<file path="config.mk">
export PLATFORM = sky130hd
export DESIGN_NAME = sorted_byte_list_insert_delete_core
export DESIGN_NICKNAME = d
export VERILOG_FILES = /design/src/sbl_pkg.sv /design/src/sbl_cell.sv /design/src/sorted_byte_list_insert_delete_core.sv
export SDC_FILE = /design/constraint.sdc
export NUM_CORES = 1
export LEC_CHECK = 0
export BUFFER_PORTS_ARGS = -buffer_cell sky130_fd_sc_hd__clkbuf_2
export CAP_MARGIN = 20
export CORE_MARGIN = 5
export CORE_UTILIZATION = 54
export DETAILED_ROUTE_END_ITERATION = 10
export HOLD_SLACK_MARGIN = 0.05
export PLACE_DENSITY = 0.7
export SLEW_MARGIN = 20
export SYNTH_ARGS = -nofsm -noshare
export SYNTH_HDL_FRONTEND = slang
export SYNTH_HIERARCHICAL = 1
export SYNTH_SLANG_ARGS = --single-unit
</file>
<file path="constraint.sdc">
create_clock -name clk -period 2.3 [get_ports clk]
set_input_delay 0 -clock clk [delete_from_list [all_inputs] [get_ports clk]]
set_output_delay 0 -clock clk [all_outputs]
set_load 0.01 [all_outputs]
</file>
<file path="src/sbl_pkg.sv">
// ----------------------------------------------------------------------------
// sbl_pkg: shared types and codes of the sorted byte list
// Beat structs for both channels, command and status codes, and the
// command token that walks the row of list cells.
// ----------------------------------------------------------------------------
package sbl_pkg;

  localparam int DEF_CAPACITY = 16;
  localparam int VALUE_W      = 8;
  localparam int COUNT_W      = 5;
  localparam int STATUS_W     = 2;

  localparam logic CMD_INSERT = 1'b0;
  localparam logic CMD_DELETE = 1'b1;

  localparam logic [STATUS_W-1:0] ST_DONE      = 2'd0;
  localparam logic [STATUS_W-1:0] ST_FULL      = 2'd1;
  localparam logic [STATUS_W-1:0] ST_NOT_FOUND = 2'd2;

  typedef struct packed {
    logic               command;
    logic [VALUE_W-1:0] value;
  } in_beat_t;

  typedef struct packed {
    logic [STATUS_W-1:0] status;
    logic [COUNT_W-1:0]  count;
    logic [VALUE_W-1:0]  smallest;
  } out_beat_t;

  // act: token present; data: value carried (insert) or searched (delete);
  // carry_vld: insert value still looking for a slot; hit: shift under way
  // (insert) or match found (delete); full: insert refused at launch.
  typedef struct packed {
    logic               act;
    logic               cmd;
    logic [VALUE_W-1:0] data;
    logic               carry_vld;
    logic               hit;
    logic               full;
  } sbl_tok_t;

endpackage

</file>
<file path="src/sbl_cell.sv">
// ----------------------------------------------------------------------------
// sbl_cell: one slot of the sorted byte list
// Holds one value and its valid bit, applies the passing command token and
// hands the updated token to the next cell through its token register.
// ----------------------------------------------------------------------------
module sbl_cell
  import sbl_pkg::*;
(
  input  logic               clk,
  input  logic               rst_n,
  input  logic               hold,
  input  sbl_tok_t           tok_i,
  input  logic [VALUE_W-1:0] nb_val_i,
  input  logic               nb_vld_i,
  output sbl_tok_t           tok_o,
  output logic [VALUE_W-1:0] val_o,
  output logic               vld_o
);

  logic [VALUE_W-1:0] val_r, val_nxt;
  logic               vld_r, vld_nxt;
  sbl_tok_t           tok_r, tok_nxt;

  always_comb begin
    val_nxt = val_r;
    vld_nxt = vld_r;
    tok_nxt = tok_i;
    if (tok_i.act) begin
      if (tok_i.cmd == CMD_INSERT) begin
        if (tok_i.carry_vld) begin
          if (!vld_r) begin
            // drop the carried value into the first free slot
            val_nxt           = tok_i.data;
            vld_nxt           = 1'b1;
            tok_nxt.carry_vld = 1'b0;
          end else if (tok_i.hit || (val_r > tok_i.data)) begin
            // swap: keep the carried value, carry the old one onward
            val_nxt      = tok_i.data;
            tok_nxt.data = val_r;
            tok_nxt.hit  = 1'b1;
          end
        end
      end else begin
        if (tok_i.hit || (vld_r && (val_r == tok_i.data))) begin
          // close the gap: pull the right neighbor's slot in
          val_nxt     = nb_val_i;
          vld_nxt     = nb_vld_i;
          tok_nxt.hit = 1'b1;
        end
      end
    end
    if (hold) begin
      tok_nxt = tok_r;
    end
  end

  always_ff @(posedge clk) begin
    val_r <= val_nxt;
    if (!rst_n) begin
      vld_r <= 1'b0;
      tok_r <= '0;
    end else begin
      vld_r <= vld_nxt;
      tok_r <= tok_nxt;
    end
  end

  assign tok_o = tok_r;
  assign val_o = val_r;
  assign vld_o = vld_r;

endmodule

</file>
<file path="src/sorted_byte_list_insert_delete_core.sv">
// ----------------------------------------------------------------------------
// sorted_byte_list_insert_delete_core: bounded ascending list of bytes
// One command at a time: in_ready stays low while the command token walks
//   the row of CAPACITY cells, one cell per cycle, and returns the cycle
//   after the token retires into the result register, which raises out_valid.
//   A stalled result beat holds the token in the last cell.
// Reset (rst_n low, synchronous): list empty, no token, no result pending.
// ----------------------------------------------------------------------------
module sorted_byte_list_insert_delete_core
  import sbl_pkg::*;
#(
  parameter int CAPACITY = DEF_CAPACITY
)
(
  input  logic      clk,
  input  logic      rst_n,
  input  logic      in_valid,
  output logic      in_ready,
  input  in_beat_t  in_data,
  output logic      out_valid,
  input  logic      out_ready,
  output out_beat_t out_data
);

  localparam int CNT_W = $clog2(CAPACITY + 1);

  // Token chain: tok_w[0] is the launch token, tok_w[i+1] leaves cell i.
  sbl_tok_t           tok_w   [0:CAPACITY];
  // Cell contents; slot CAPACITY is a permanent empty terminator that the
  // last cell pulls in on a delete.
  logic [VALUE_W-1:0] cell_val[0:CAPACITY];
  logic               cell_vld[0:CAPACITY];
  logic [CAPACITY-1:0] tok_act_vec;

  logic               busy_r, busy_nxt;
  logic [CNT_W-1:0]   count_r, count_nxt;
  logic               out_valid_r, out_valid_nxt;
  out_beat_t          out_data_r;

  logic               in_fire;
  logic               retire;
  logic               stall;
  logic               is_full;
  sbl_tok_t           last_tok;

  // Take a new command only when no token is in the row.
  assign in_ready = !busy_r;
  assign in_fire  = in_valid && in_ready;
  assign is_full  = (count_r == CNT_W'(CAPACITY));

  // Build the launch token; a full list sends an insert token that changes nothing.
  always_comb begin
    tok_w[0].act       = in_fire;
    tok_w[0].cmd       = in_data.command;
    tok_w[0].data      = in_data.value;
    tok_w[0].carry_vld = !is_full;
    tok_w[0].hit       = 1'b0;
    tok_w[0].full      = is_full;
  end

  assign cell_val[CAPACITY] = '0;
  assign cell_vld[CAPACITY] = 1'b0;

  // Retire the token into the output register once that register is free;
  // otherwise hold it in the last cell.
  assign last_tok = tok_w[CAPACITY];
  assign retire   = last_tok.act && (!out_valid_r || out_ready);
  assign stall    = last_tok.act && !retire;

  genvar gi;
  generate
    for (gi = 0; gi < CAPACITY; gi++) begin : g_cell
      sbl_cell u_cell (
        .clk      (clk),
        .rst_n    (rst_n),
        .hold     ((gi == CAPACITY - 1) ? stall : 1'b0),
        .tok_i    (tok_w[gi]),
        .nb_val_i (cell_val[gi+1]),
        .nb_vld_i (cell_vld[gi+1]),
        .tok_o    (tok_w[gi+1]),
        .val_o    (cell_val[gi]),
        .vld_o    (cell_vld[gi])
      );
      assign tok_act_vec[gi] = tok_w[gi+1].act;
    end
  endgenerate

  // Update the fill count when the token leaves the row.
  always_comb begin
    count_nxt = count_r;
    if (retire) begin
      if ((last_tok.cmd == CMD_INSERT) && !last_tok.full) begin
        count_nxt = count_r + CNT_W'(1);
      end else if ((last_tok.cmd == CMD_DELETE) && last_tok.hit) begin
        count_nxt = count_r - CNT_W'(1);
      end
    end
  end

  always_comb begin
    busy_nxt = busy_r;
    if (in_fire) begin
      busy_nxt = 1'b1;
    end else if (retire) begin
      busy_nxt = 1'b0;
    end
  end

  always_comb begin
    out_valid_nxt = out_valid_r;
    if (retire) begin
      out_valid_nxt = 1'b1;
    end else if (out_ready) begin
      out_valid_nxt = 1'b0;
    end
  end

  always_ff @(posedge clk) begin
    if (!rst_n) begin
      busy_r      <= 1'b0;
      count_r     <= '0;
      out_valid_r <= 1'b0;
    end else begin
      busy_r      <= busy_nxt;
      count_r     <= count_nxt;
      out_valid_r <= out_valid_nxt;
    end
  end

  // Capture the result beat; cell 0 is settled once the token has passed.
  always_ff @(posedge clk) begin
    if (retire) begin
      if (last_tok.cmd == CMD_INSERT) begin
        out_data_r.status <= last_tok.full ? ST_FULL : ST_DONE;
      end else begin
        out_data_r.status <= last_tok.hit ? ST_DONE : ST_NOT_FOUND;
      end
      out_data_r.count    <= COUNT_W'(count_nxt);
      out_data_r.smallest <= cell_vld[0] ? cell_val[0] : '0;
    end
  end

  assign out_valid = out_valid_r;
  assign out_data  = out_data_r;

`ifndef NO_ASSERTIONS
  a_one_token: assert property (@(posedge clk) disable iff (!rst_n)
    $onehot0(tok_act_vec))
    else $error("more than one command token in the row");

  a_busy_token: assert property (@(posedge clk) disable iff (!rst_n)
    busy_r == (|tok_act_vec))
    else $error("busy flag disagrees with token presence");

  a_count_cap: assert property (@(posedge clk) disable iff (!rst_n)
    count_r <= CNT_W'(CAPACITY))
    else $error("fill count beyond capacity");

  a_head_cell: assert property (@(posedge clk) disable iff (!rst_n)
    !busy_r |-> (cell_vld[0] == (count_r != '0)))
    else $error("head cell valid disagrees with fill count");

  a_retire_out: assert property (@(posedge clk) disable iff (!rst_n)
    retire |=> out_valid_r)
    else $error("retired command left no result beat");
`endif

endmodule
</file>
==> impl_metrics.yaml <==
layout:
  instances_no_fill: 3013
  n_fill_cell: 3299
  antenna_cells: 0
  ff_latch_area_um2: 8741
  layout-drive-gt1-share_pct: 18.89
  syn2layout_area_growth_pct: 14.92
  fin_nets: 2597
  multi_input_comb_area_um2: 12260
sta:
  hold_slack_ns: 0.2627
  fin_crit_ns: 2.210
  tightest_slew_ns: 0.5732
  hold_viol_final: 0
  post-route-period-util_pct: 96.07
  clock_skew_ns: 0.01065
  setup_violations: 0
  timing.final.ws_setup_ns: 0.09039
  timing.slew.headroom_pct: 60.80
  max_freq_mhz: 452.6
  final-max-slew-violation-count: 0
  final.setup.tns_ns: 0
setup_path:
  reg2regPathDepth: 7
  crit_end: "g_cell[8].u_cell/val_o[2]"
  cp-start-kind: "flip-flop"
  crit_type: "flip-flop to flip-flop"
  setup.worst_path.end_class: "flip-flop"
  cp.arrival_ns: 2.48
  reg2reg_slack_ns: 0.09
  cp.required_ns: 2.57
  r2r-end: "g_cell[8].u_cell/val_o[2]"
  worstReg2RegStart: "g_cell[7].u_cell/tok_o[10]"
  crit_fanout: 8
  setup.worst_path.start: "g_cell[7].u_cell/tok_o[10]"
die:
  dieArea_um2: 44460
  core_um2: 39820
  rows: 73
  fp.dieW_um: 210.9
  start_util_pct: 54.71
  io_pins: 30
  dieHeight_um: 210.9
place:
  io_buffers: 29
  dp_cells: 2919
  routabilityCongestion: 0.9431
  place_ws_ns: -0.004575
  dp_hpwl_um: 42150
power_and_ir_drop:
  p_leak_nw: 8.871
  max-vdd-ir-drop_mv: 0.4951
  power_mw: 15.85
  p_per_area_nw_per_um2: 633.0
drt:
  drc: 0
  drtIter0Drc: 1622
  num_vias: 19250
  via_per_inst: 6.390
  dr.pass1.iters: 5
  postRouteAntennaNets: 0
  wire_per_inst_um: 19.56
  wl_um: 58930
global_routing:
  grt_pass1_wl_um: 96770
  antenna_found_initial: 0
  grtUsageTotal_pct: 25.59
  overflow: 0
  grt_pass1_vias: 18650
  grt_max_degree: 57
synth:
  synth_warnings: 6
  syn_avg_cell_area_um2: 9.552
  syn-cell-area_um2: 21790
  syn_inst: 2281
outcome:
  status: "completed"
job:
  maxCapViolations: 0
clocking:
  clockBufferDepth: 3
  path_clk_slew_ns: 0.06
  cts_max_level: 2
  cts_buffers: 42
  clock_latency_ns: 0.57
  cts_tree: "yes"
  clockRootBuffer: "clkbuf_16"
  clock_sinks: 365
worst_hold_path:
  holdCritPathClass: "primary input to flip-flop"
critical path: stages, from the launching register on:
cell and delay [ns]:
dfxtp_1 0.37, inv_1 0.09, ha_1 0.39, nand4_4 0.19, nor3_1 0.29, o211ai_1 0.17
a32oi_1 0.19, buf_4 0.22
layer usage:
layer | vias to the layer above | part of all wire [%] | routed length (um) | GRT usage, %
met2 | 695 | 47 | 27580 | 41.89
met1 | 9252 | 45 | 26290 | 35.21
met3 | 127 | 5.8 | 3427 | 3.862
li1 | 9179 | - | - | -
met4 | 0 | 2.8 | 1627 | 7.959
met5 | - | 0 | 0 | 0
how the worst min path moves through the flow:
stage                   from         end  slack, ns  cells past startpoint
finish              in_valid      busy_r       0.26                      4
global route        in_valid      busy_r       0.27                      4
CTS                 in_valid      busy_r       0.24                      4
detailed placement  in_valid      busy_r       0.28                      3
global placement    in_valid      busy_r       0.27                      3
floorplan              rst_n  count_r[0]       0.12                      1
state kept, by name, summed over array words and instances, names as in the netlist:
| register | cells |
|---|---|
| out_data | 15 |
| out_valid | 1 |
| g_cell.u_cell/val_o | 128 |
| busy_r | 1 |
| g_cell.u_cell/tok_o | 199 |
| g_cell.u_cell/vld_o | 16 |
| count_r | 5 |
layout make-up:
type / instances / area share (%)
Clock buffer: 65 / 5.377
Clock inverter: 13 / 0.4897
Inverter: 181 / 2.714
Multi-Input combinational cell: 1698 / 48.95
Sequential cell: 365 / 34.91
Tap cell: 525 / 2.624
Timing Repair Buffer: 166 / 4.932
through the flow:
stage          util (%)  area, um2
2_1_floorplan         -      22130
3_3_place_gp      58.42      23260
3_5_place_dp      58.42      23260
4_1_cts           62.41      24860
5_1_grt           62.87      25040
6_report          62.87      25040
what timing repair did:
action,in CTS,in global routing
gates cloned,0,0
setup endpoints to repair,4,109
buffers inserted,0,4
hold endpoints to repair,66,0
hold buffers,12,0
pin swaps,0,3
resized for setup,1,36
cell usage in the layout (no fill, tap or decap), drive strengths merged, types with 49 or more instances in the layout:
master,n
o21ai,250
a21oi,70
nor3,137
buf,126
nor2b,66
inv,183
nand4,49
mux2i,50
a2111oi,120
a31o,105
edfxtp,143
ha,130
clkbuf,93
dfxtp,222
nor4,120
conb,91
nand2,131
where the power goes:
| part | internal [mW] | total, mW | switching, mW |
|---|---|---|---|
| combinational | 0.646 | 1.70 | 1.05 |
| sequential | 6.90 | 7.10 | 0.195 |
| clock | 4.27 | 7.06 | 2.79 |
Note: power is estimated with default switching activity, not from simulation.
